==> config.mk <==
export PLATFORM = sky130hd
export DESIGN_NAME = scope_frame_crc16_packer
export DESIGN_NICKNAME = d
export VERILOG_FILES = /design/src/hdl/sfc_pkg.sv /design/src/hdl/sfc_front.sv /design/src/hdl/sfc_back.sv /design/src/hdl/scope_frame_crc16_packer.sv
export SDC_FILE = /design/constraint.sdc
export NUM_CORES = 1
export LEC_CHECK = 0
export BUFFER_PORTS_ARGS = -buffer_cell sky130_fd_sc_hd__buf_2
export CORE_MARGIN = 1
export CORE_UTILIZATION = 45
export CTS_BUF_LIST = sky130_fd_sc_hd__clkbuf_16
export CTS_CLUSTER_SIZE = 30
export DETAILED_ROUTE_END_ITERATION = 6
export HOLD_SLACK_MARGIN = 0.02
export RECOVER_POWER = 50
export SYNTH_ARGS = -nofsm -noshare
export SYNTH_HDL_FRONTEND = slang
export SYNTH_SLANG_ARGS = --single-unit
==> constraint.sdc <==
create_clock -name clk -period 5.9 [get_ports clk]
set_input_delay 0 -clock clk [delete_from_list [all_inputs] [get_ports clk]]
set_output_delay 0 -clock clk [all_outputs]
set_load 0.02 [all_outputs]
==> src/hdl/sfc_pkg.sv <==
// ----------------------------------------------------------------------------
// sfc_pkg: shared types and constants of the scope frame packer
// Frame word layout, CRC-16 constants and the byte-wise CRC update.
// ----------------------------------------------------------------------------
package sfc_pkg;

	localparam int FIELD_COUNT = 4;
	localparam int BYTE_COUNT = 2 * FIELD_COUNT;
	localparam int BYTE_SEL_W = $clog2(BYTE_COUNT);
	localparam int IDX_W = $clog2(BYTE_COUNT + 2);

	localparam logic [15:0] CRC_INIT = 16'hFFFF;
	localparam logic [15:0] CRC_POLY = 16'hA001;

	typedef logic [BYTE_COUNT-1:0][7:0] frame_t;

	typedef struct packed {
		logic   valid;
		frame_t data;
	} frame_head_t;

	function automatic logic [15:0] crc_byte(input logic [15:0] crc_in, input logic [7:0] b);
		logic [15:0] c;
		c = crc_in ^ {8'h00, b};
		for (int k = 0; k < 8; k++) begin
			if (c[0]) begin
				c = (c >> 1) ^ CRC_POLY;
			end else begin
				c = c >> 1;
			end
		end
		return c;
	endfunction

endpackage

==> src/hdl/sfc_front.sv <==
// ----------------------------------------------------------------------------
// sfc_front: frame request queue
// Accepts channel sets and holds them in a two-entry queue for the serializer.
// ----------------------------------------------------------------------------
module sfc_front
	import sfc_pkg::*;
(
	input  logic        clk,
	input  logic        arst_n,
	input  logic        push,
	output logic        full,
	input  frame_t      frame_in,
	output frame_head_t head,
	input  logic        head_pop
);

	frame_t      entry_q [2];
	logic        wr_ptr_q;
	logic        rd_ptr_q;
	logic [1:0]  count_q;
	logic        do_push;
	logic        do_pop;

	assign full    = (count_q == 2'd2);
	assign do_push = push && !full;
	assign do_pop  = head_pop && (count_q != 2'd0);

	assign head.valid = (count_q != 2'd0);
	assign head.data  = entry_q[rd_ptr_q];

	always_ff @(posedge clk) begin
		if (do_push) begin
			entry_q[wr_ptr_q] <= frame_in;
		end
	end

	always_ff @(posedge clk or negedge arst_n) begin
		if (!arst_n) begin
			wr_ptr_q <= 1'b0;
			rd_ptr_q <= 1'b0;
			count_q  <= 2'd0;
		end else begin
			if (do_push) begin
				wr_ptr_q <= !wr_ptr_q;
			end
			if (do_pop) begin
				rd_ptr_q <= !rd_ptr_q;
			end
			case ({do_push, do_pop})
				2'b10:   count_q <= count_q + 2'd1;
				2'b01:   count_q <= count_q - 2'd1;
				default: count_q <= count_q;
			endcase
		end
	end

endmodule

==> src/hdl/sfc_back.sv <==
// ----------------------------------------------------------------------------
// sfc_back: frame serializer
// Sends the queued frame one byte per cycle while pop is high, folds each data
// byte into the CRC-16, appends the CRC low byte first, flags the last byte.
// ----------------------------------------------------------------------------
module sfc_back
	import sfc_pkg::*;
#(
	parameter int CHANNEL_COUNT = 4
) (
	input  logic        clk,
	input  logic        arst_n,
	input  frame_head_t head,
	output logic        head_pop,
	output logic        empty,
	input  logic        pop,
	output logic [7:0]  frame_byte,
	output logic        frame_end
);

	localparam int USED = (CHANNEL_COUNT < 1) ? 1 :
		((CHANNEL_COUNT > FIELD_COUNT) ? FIELD_COUNT : CHANNEL_COUNT);
	localparam logic [IDX_W-1:0] CRC_LO_IDX = IDX_W'(2 * USED);
	localparam logic [IDX_W-1:0] LAST_IDX = IDX_W'(2 * USED + 1);

	logic [IDX_W-1:0] idx_q;
	logic [15:0]      crc_q;
	logic             out_valid_q;
	logic [7:0]       byte_q;
	logic             end_q;
	logic             advance;
	logic             is_data;
	logic             is_last;
	logic [7:0]       data_byte;
	logic [7:0]       next_byte;

	assign advance   = !out_valid_q || pop;
	assign is_data   = (idx_q < CRC_LO_IDX);
	assign is_last   = (idx_q == LAST_IDX);
	assign data_byte = head.data[idx_q[BYTE_SEL_W-1:0]];
	assign next_byte = is_data ? data_byte :
		((idx_q == CRC_LO_IDX) ? crc_q[7:0] : crc_q[15:8]);
	assign head_pop  = advance && head.valid && is_last;

	assign empty      = !out_valid_q;
	assign frame_byte = byte_q;
	assign frame_end  = end_q;

	always_ff @(posedge clk) begin
		if (advance && head.valid) begin
			byte_q <= next_byte;
			end_q  <= is_last;
		end
	end

	always_ff @(posedge clk or negedge arst_n) begin
		if (!arst_n) begin
			idx_q       <= '0;
			crc_q       <= CRC_INIT;
			out_valid_q <= 1'b0;
		end else if (advance) begin
			out_valid_q <= head.valid;
			if (head.valid) begin
				if (is_last) begin
					idx_q <= '0;
					crc_q <= CRC_INIT;
				end else begin
					idx_q <= idx_q + IDX_W'(1);
					if (is_data) begin
						crc_q <= crc_byte(crc_q, data_byte);
					end
				end
			end
		end
	end

endmodule

==> src/hdl/scope_frame_crc16_packer.sv <==
// ----------------------------------------------------------------------------
// scope_frame_crc16_packer: serial scope frame builder with CRC-16/MODBUS
// Packs the channel values of one request into a byte frame with its CRC.
// ----------------------------------------------------------------------------
// Usage:
//   Input side is a queue: drive the four channel values with push; a request
//   is taken on a clock edge with push high and full low. Up to two requests
//   wait in the front queue.
//   Output side is a queue: while empty is low, frame_byte and frame_end show
//   the oldest byte; pop takes it. A frame is 2*CHANNEL_COUNT+2 bytes, with
//   CHANNEL_COUNT clamped to 1..4 (ten at the default): the channels low
//   byte first, then CRC low, CRC high. frame_end marks the last byte.
//   The first byte passes through the front queue and then the output
//   register before empty goes low. Bytes leave one per cycle through the
//   single output register while pop stays high and a request is queued.
//   When pop is low the output byte holds and the serializer waits; the front
//   queue still takes requests until full.
//   Reset clears both queues and the CRC; no frame is in flight afterwards.
// ----------------------------------------------------------------------------
module scope_frame_crc16_packer
	import sfc_pkg::*;
#(
	parameter int CHANNEL_COUNT = 4
) (
	input  logic        clk,
	input  logic        arst_n,
	input  logic        push,
	output logic        full,
	input  logic [15:0] channel_zero,
	input  logic [15:0] channel_one,
	input  logic [15:0] channel_two,
	input  logic [15:0] channel_three,
	output logic        empty,
	input  logic        pop,
	output logic [7:0]  frame_byte,
	output logic        frame_end
);

	frame_t      frame_in;
	frame_head_t head;
	logic        head_pop;

	assign frame_in = {channel_three, channel_two, channel_one, channel_zero};

	sfc_front u_front (
		.clk      (clk),
		.arst_n   (arst_n),
		.push     (push),
		.full     (full),
		.frame_in (frame_in),
		.head     (head),
		.head_pop (head_pop)
	);

	sfc_back #(
		.CHANNEL_COUNT (CHANNEL_COUNT)
	) u_back (
		.clk        (clk),
		.arst_n     (arst_n),
		.head       (head),
		.head_pop   (head_pop),
		.empty      (empty),
		.pop        (pop),
		.frame_byte (frame_byte),
		.frame_end  (frame_end)
	);

endmodule

# == Word level (Yosys, flattened, before mapping) ==
# Memory sizes are Yosys's and may differ from the RTL's.
# Index checks and enable logic that the tools add are counted.
# totals
input_bits,68
elab_cells,88
mem_count,1
ram_bits,128
reg_bits,34
# memory_table
name,depth,width,read_ports,rd_ports_with_merged_regs,write_ports,line_no,rtl
u_front.entry_q,2,64,1,0,1,sfc_front.sv:17,frame_t entry_q [2];
# op_classes
n_lt_le_gt_ge,2
bitwise_logic,9
n_mux,46
reduce_logical,14
eq_ne,5
add_sub_neg,3
# op_table
cell,n
$mux W16,38
$bmux W8 S3,1
$mux W8,3
$not A2 Y3,8
$xor A16 B8 Y16,1
$eq A4 B4 Y1 const B,2
$reduce_bool A2 Y1,3
$add A4 B1 Y4 const B,1
$eq A2 B2 Y1 const B,2
$logic_and A1 B1 Y1,4
$logic_not A1 Y1,4
$lt A3 B4 Y1 const B,1
$lt A4 B4 Y1 const B,1
$mux W4,1
$pmux W2 S2,1
$reduce_and A3 Y1,1
$add A2 B1 Y2 const B,1
$eq A2 B1 Y1 const B,1
$mux W1,2
$reduce_and A2 Y1,1
$sub A2 B1 Y2 const B,1
$logic_or A1 B1 Y1,1

# == Longest topological paths before layout ==
# An unclocked memory read counts as a cell.
# logic_depth
word_depth,50
ltp_mapped,12
depth_no_buf,8

# == Modules after synthesis ==
# From an unflattened synthesis, not the netlist that was laid out.
# hier_totals
cells_unflattened,413
hier_area_um2,7121.8
# modules_own_cells
mod,n_inst,area_per_inst_um2,seq_area_each_um2,cells_per_inst
sfc_front,1,5023.6,3943.8,217
sfc_back,1,2098.3,815.8,196

# == Least setup slack after synthesis ==
# OpenSTA, ideal clock, no wires.
# synth_timing
path_type,register -> register
from,register u_front.count_q[0]
to,memory u_front.entry_q[0][0] (netlist name) (enable)
slack_ns,2.101
arrival_time_ns,3.312
t_required_ns,5.414
stages_incl_launch_ff,4
cell_sequence,dfrtp_1 nand2b_1 nand2_1 nor2_1
# synth_between
elab_chain_cells,5
# synth_lines
item,line_no,rtl
start: declaration,sfc_front.sv:20,logic [1:0] count_q;
start signal: assignment,sfc_front.sv:50,2'b10: count_q <= count_q + 2'd1;
start signal: assignment,sfc_front.sv:51,2'b01: count_q <= count_q - 2'd1;
start signal: assignment,sfc_front.sv:52,default: count_q <= count_q;
$eq A2 B2 Y1,sfc_front.sv:24,assign full = (count_q == 2'd2);
$logic_not A1 Y1,sfc_front.sv:25,assign do_push = push && !full;
$logic_and A1 B1 Y1,sfc_front.sv:25,
$mux W1,sfc_front.sv:32,if (do_push) begin
$mux W1 (implied by the code),sfc_front.sv:33,entry_q[wr_ptr_q] <= frame_in;
end: declaration,sfc_front.sv:17,
# Every way passes these cells.

# == Final worst setup path ==
# layout_timing
from,register u_back.idx_q[1]
to,register u_back.crc_q[0]
# layout_between
elab_chain_cells,42
word_cells_on_any_way,52
# layout_lines
item,line_no,rtl
start: declaration,sfc_back.sv:26,logic [IDX_W-1:0] idx_q;
start signal: assignment,sfc_back.sv:68,idx_q <= idx_q + IDX_W'(1);
$bmux W8 S3,sfc_back.sv:40,assign data_byte = head.data[idx_q[BYTE_SEL_W-1:0]];
$mux W8 (implied by the code),sfc_back.sv:40,
$xor A16 B8 Y16,sfc_pkg.sv:24,"c = crc_in ^ {8'h00, b};"
$mux W16 / $not A2 Y3 (equally long branches),n/a,
"$mux W16, on equally long branches","sfc_back.sv:69, sfc_pkg.sv:26",
"$mux W16, on equally long branches","sfc_back.sv:64, sfc_back.sv:69",
"$mux W16, on equally long branches","sfc_back.sv:63, sfc_back.sv:64",
"$mux W16, on equally long branches","sfc_back.sv:61, sfc_back.sv:63",
[26 not listed],n/a,
$mux W16,sfc_pkg.sv:26,if (c[0]) begin
$mux W16,sfc_back.sv:69,if (is_data) begin
$mux W16,sfc_back.sv:64,if (is_last) begin
$mux W16,sfc_back.sv:63,if (head.valid) begin
$mux W16,sfc_back.sv:61,end else if (advance) begin
$mux W16,sfc_pkg.sv:26,
$mux W16,sfc_back.sv:69,
$mux W16,sfc_back.sv:64,
end signal: assignment,sfc_back.sv:70,"crc_q <= crc_byte(crc_q, data_byte);"
end: declaration,sfc_back.sv:27,logic [15:0] crc_q;
# Parallel ways exist; a longest one is shown, timed or not. The select of a mux whose other input is x is not followed.
# A chain may end at the register's enable or synchronous reset.

==> run summary <==
Yosys attributes the largest share of cell area to sky130_fd_sc_hd__edfxtp_1 61%, sky130_fd_sc_hd__mux4_2 6.7%, sky130_fd_sc_hd__dfstp_2 6.3%. The run gives 0.0154 mm² as the total die area. The floorplan step defined a core boundary enclosing 0.0145 mm².

The path type of the worst setup path was register to register. For the highest clock rate, the log shows 295 MHz. The ratio of total power to cell area is 621 mW/mm². The maximum level of the CTS H-tree was 4; the part of the total power dissipated in the clock network was 21.6%. The headroom to the max-slew limit is 4.57%. The required time at the endpoint of the critical path was 6.26 ns; the clock insertion delay at the later pin of the skew report was 0.43 ns. The net count of the finished layout was 592; the routability-driven placement congestion ratio was 0.740.

The number of core rows is 44. For the number of search-and-repair iterations in the first detailed-routing pass, the log shows 4. The routed design has 12.8 mm of wire.

For the number of slew-limit violations in the final report, the log shows 0. In this run the top signal layer used is met4. Across the run, the number of max-cap violations was 0. Of the total power, combinational logic draws 42.2%. The average wire per cell in the routed design came out at 17.7 µm.

After synthesis the netlist holds a flip-flop and latch count of 162. Sequential cells were found to cover 70.8% of the synthesized design area. Yosys printed 0 warnings. The tree is rooted in a sky130_fd_sc_hd__clkbuf_16.

The tools report the violation count after the first detailed-routing iteration as 306. The worst register-to-register path ends at u_back.crc_q[0]. The leakage power is 2.99 nW, and the mapped cell area is 0.00672 mm².

Wire segments on met2 add up to 6.23 mm in the final route. Final worst-path setup slack: 2.51 ns. The tools report the via count of the first global-routing pass as 3778. In the synthesized netlist the async set-or-reset flop fraction comes to 15.4%. Counting every sink on the clock net gives 162.

Tracing the worst setup path back leads to its startpoint at u_back.idx_q[1]. The worst setup path is captured at a register. The worst min-delay path category is input pin to register. The cell class contributing the biggest share of worst-path delay was XOR/XNOR gates.

The floorplan step set the die width to 124 µm. In this run, distinct cell masters in the synthesized netlist total 41. Along the worst path, the maximum fanout reaches 30. The run gives 0 as the initial antenna violation count.

The tools report the net count after synthesis as 439. The number of cells on the worst reg-to-reg path is 9. In this run the power spent charging and discharging nets is 1.68 mW. Across every metal layer, demand over resource in global routing totals 18.4%. The initial utilization of the core area, before any placement, comes to 46.2%. The final clock period utilization by the worst path is 57.4%, and the count of cells resized by post-cts repair is 0.

The signal on the critical path passes through buf_4, mux4_2, mux2i_1, mux2i_1, xor2_2, xor2_2, xnor3_2, xor3_1, a21oi_1. Clock tree synthesis inserted a total of 17 buffers. The number of diodes added for antenna fixing was 0; the final worst hold slack was 0.301 ns. The measured slew at the worst slew-check pin came out at 1.43 ns.

Across the routed clock network, the largest skew measured is 0.00980 ns. The buffer and inverter count on the worst path was 1; the buffer depth of the longest clock path was 2. The overall via count from detail_route was 3699.

The run gives 0 as the number of setup violations in the final report. Relative to the synthesized area, the layout overhead comes to 26.1%. The number of DRC violations after detailed routing came out at 0.

The share of cells above drive strength 1 is 18.3%, and the first-pass GRT wire length is 20.2 mm. Setup repair after global routing left no endpoint under its margin. The share of total power dissipated in sequential elements is 36.2%. In this run the post-CTS setup repair buffer count came out at 0. In this run, synthesis inferred 137 flip-flops with an integrated enable. Internal power comes to 3.58 mW. The post-detailed-route via-to-cell ratio came out at 5.14.

Data arrives at the worst endpoint at 3.74 ns. The chip height works out to 124 µm. The largest net degree at the start of global routing came out at 65. Net switching is 32.0% of the power. The critical path's slowest cell is sky130_fd_sc_hd__dfrtp_1. Beginning of the worst register-to-register path: u_back.idx_q[1]. The count of nets left with antenna violations once routing finished came out at 0. The count of filler cells inserted in the layout was 1155.

The synthesized instance count was 370; the time the worst path needs with I/O delays and setup was 3.39 ns. The number of buffers added on ports was 78. After clock tree synthesis, the clock-pin slew on the worst setup and hold paths is 0.06 ns. The top-area cell type share of the netlist area is 61.2%. The met1 layer wirelength in the final routing is 5.89 mm.

In this run the mean area of a mapped cell was 18.2 µm². Counting buffers and inverters, the worst setup path is 9 cells deep. The number of primary I/O pins is 79. The post-synthesis cell type with the largest combined area was sky130_fd_sc_hd__edfxtp_1.

Setup slack on the worst reg-to-reg path comes out at 2.51 ns. The most instantiated flip-flop cell in the synthesis netlist was sky130_fd_sc_hd__edfxtp_1. The wire-length estimate of the detail-placed layout is 7.91 mm.

Detailed routing placed a total of 519 µm of wire on met3. In this run, post-CTS hold repair placed 67 buffers. The worst-case IR drop observed on VDD is 0.000353 V. TritonCTS built the clock tree. The worst setup path is launched from a register. Global routing finished with a remaining overflow of 0.

Timing analysis after detailed placement gives a worst setup slack of 2.49 ns. The hold violation total from the final report was 0. The flow ran to the end, and the final reports show no timing, DRC or antenna violations. The tools report the post-route setup TNS as 0 ns. The capture point of the critical path was u_back.crc_q[0].

For this run, the slowest stage of the critical path takes 0.61 ns.
## layout by cell type, fill, tap and decap left out, types with 4 or more instances in the layout
| master | count |
|---|---|
| sky130_fd_sc_hd__edfxtp_1 | 137 |
| sky130_fd_sc_hd__dlygate4sd3_1 | 67 |
| sky130_fd_sc_hd__clkbuf_1 | 66 |
| sky130_fd_sc_hd__mux2i_1 | 26 |
| sky130_fd_sc_hd__nor2_1 | 20 |
| sky130_fd_sc_hd__mux4_2 | 20 |
| sky130_fd_sc_hd__nand2_1 | 17 |
| sky130_fd_sc_hd__a21oi_1 | 17 |
| sky130_fd_sc_hd__clkbuf_16 | 17 |
| sky130_fd_sc_hd__dfstp_2 | 16 |
| sky130_fd_sc_hd__xnor2_1 | 14 |
| sky130_fd_sc_hd__o21ai_0 | 13 |
| sky130_fd_sc_hd__buf_2 | 12 |
| sky130_fd_sc_hd__dfrtp_1 | 9 |
| sky130_fd_sc_hd__mux4_1 | 8 |
| sky130_fd_sc_hd__nor3_1 | 8 |
| sky130_fd_sc_hd__xor2_1 | 6 |
| sky130_fd_sc_hd__buf_4 | 6 |
| sky130_fd_sc_hd__inv_1 | 4 |
| sky130_fd_sc_hd__o221ai_1 | 4 |
| sky130_fd_sc_hd__o21ai_1 | 4 |
| sky130_fd_sc_hd__bufinv_16 | 4 |
## power groups by stage
stage	clock [mW]	sequential (mW)	combinational [mW]
after detailed placement	0	1.93	2.22
after global placement	0	1.92	2.19
after global routing	1.21	1.95	2.43
final	1.13	1.90	2.22
after CTS	1.15	1.91	2.26
after floorplan	0	1.85	1.90
## area by class of cell
type / count / area [µm²] / area share (%)
Multi-Input combinational cell: 184 / 1820 / 21.4
Tap cell: 184 / 230 / 2.72
Clock buffer: 17 / 425 / 5.02
Inverter: 6 / 22.5 / 0.266
Sequential cell: 162 / 4760 / 56.2
Timing Repair Buffer: 152 / 1030 / 12.1
Clock inverter: 15 / 191 / 2.26
## per-stage QoR
stage | area [µm²] | std cells | total power [mW] | util [%]
after global placement | 7270 | 621 | 4.11 | 50.0
after floorplan | 6720 | 370 | 3.75 | -
final | 8470 | 720 | 5.26 | 58.3
after CTS | 8560 | 720 | 5.32 | 58.9
after global routing | 8470 | 720 | 5.58 | 58.3
after detailed placement | 7270 | 621 | 4.15 | 50.0
## how the worst min path moves through the flow
| stage | from | cells past startpoint | endpoint |
|---|---|---|---|
| after global routing | channel_three[6] | 2 | u_front.entry_q[0][54] |
| final | channel_one[8] | 2 | u_front.entry_q[0][24] |
| after global placement | arst_n | 1 | u_back.out_valid_q |
| after detailed placement | arst_n | 1 | u_back.out_valid_q |
| after floorplan | arst_n | 0 | u_back.idx_q[0] |
| after CTS | arst_n | 2 | u_back.out_valid_q |
## state kept, by name (all words and copies together) (netlist names)
register and cells:
u_back.idx_q 4, u_back.frame_byte 8, u_back.out_valid_q 1, u_front.rd_ptr_q 1, u_back.frame_end 1, u_front.wr_ptr_q 1
u_front.entry_q 128, u_front.count_q 2, u_back.crc_q 16
## kinds of logic after synthesis
| group | share of synthesized area (%) |
|---|---|
| buffers and inverters | 2.27 |
| and+or+nand+nor | 3.46 |
| DFF | 70.8 |
| muxes | 14.4 |
| adders and majority gates | 0.186 |
| AOI/OAI and AO/OA | 3.45 |
| xor gates and xnor gates | 5.36 |
## worst reg2reg max path: stages (launching register included)
cell,delay [ns]
sky130_fd_sc_hd__dfrtp_1,0.61
sky130_fd_sc_hd__buf_4,0.46
sky130_fd_sc_hd__mux4_2,0.56
sky130_fd_sc_hd__mux2i_1,0.14
sky130_fd_sc_hd__mux2i_1,0.14
sky130_fd_sc_hd__xor2_2,0.27
sky130_fd_sc_hd__xor2_2,0.21
sky130_fd_sc_hd__xnor3_2,0.41
sky130_fd_sc_hd__xor3_1,0.36
sky130_fd_sc_hd__a21oi_1,0.16
## per-layer routing
metal  up-vias  track usage [%]
met4         0             5.80
met1      1857             25.7
met2        90             28.2
met3        13             4.95
met5         -                0
li1       1739                -
## synthesized netlist by cell type (3+ instances only)
cell type / n
sky130_fd_sc_hd__o22ai_1: 3
sky130_fd_sc_hd__nor3_1: 8
sky130_fd_sc_hd__buf_6: 3
sky130_fd_sc_hd__mux2i_1: 26
sky130_fd_sc_hd__o221ai_1: 4
sky130_fd_sc_hd__mux4_1: 8
sky130_fd_sc_hd__o21ai_0: 13
sky130_fd_sc_hd__edfxtp_1: 137
sky130_fd_sc_hd__buf_4: 4
sky130_fd_sc_hd__mux2_2: 3
sky130_fd_sc_hd__xnor2_1: 14
sky130_fd_sc_hd__clkbuf_1: 5
sky130_fd_sc_hd__dfstp_2: 16
sky130_fd_sc_hd__xor2_1: 6
sky130_fd_sc_hd__mux4_2: 20
sky130_fd_sc_hd__a21oi_1: 17
sky130_fd_sc_hd__inv_1: 4
sky130_fd_sc_hd__o21ai_1: 4
sky130_fd_sc_hd__dfrtp_1: 9
sky130_fd_sc_hd__nor2_1: 21
sky130_fd_sc_hd__nand2_1: 17
sky130_fd_sc_hd__buf_2: 4
Power figures use the tool's default switching activity.
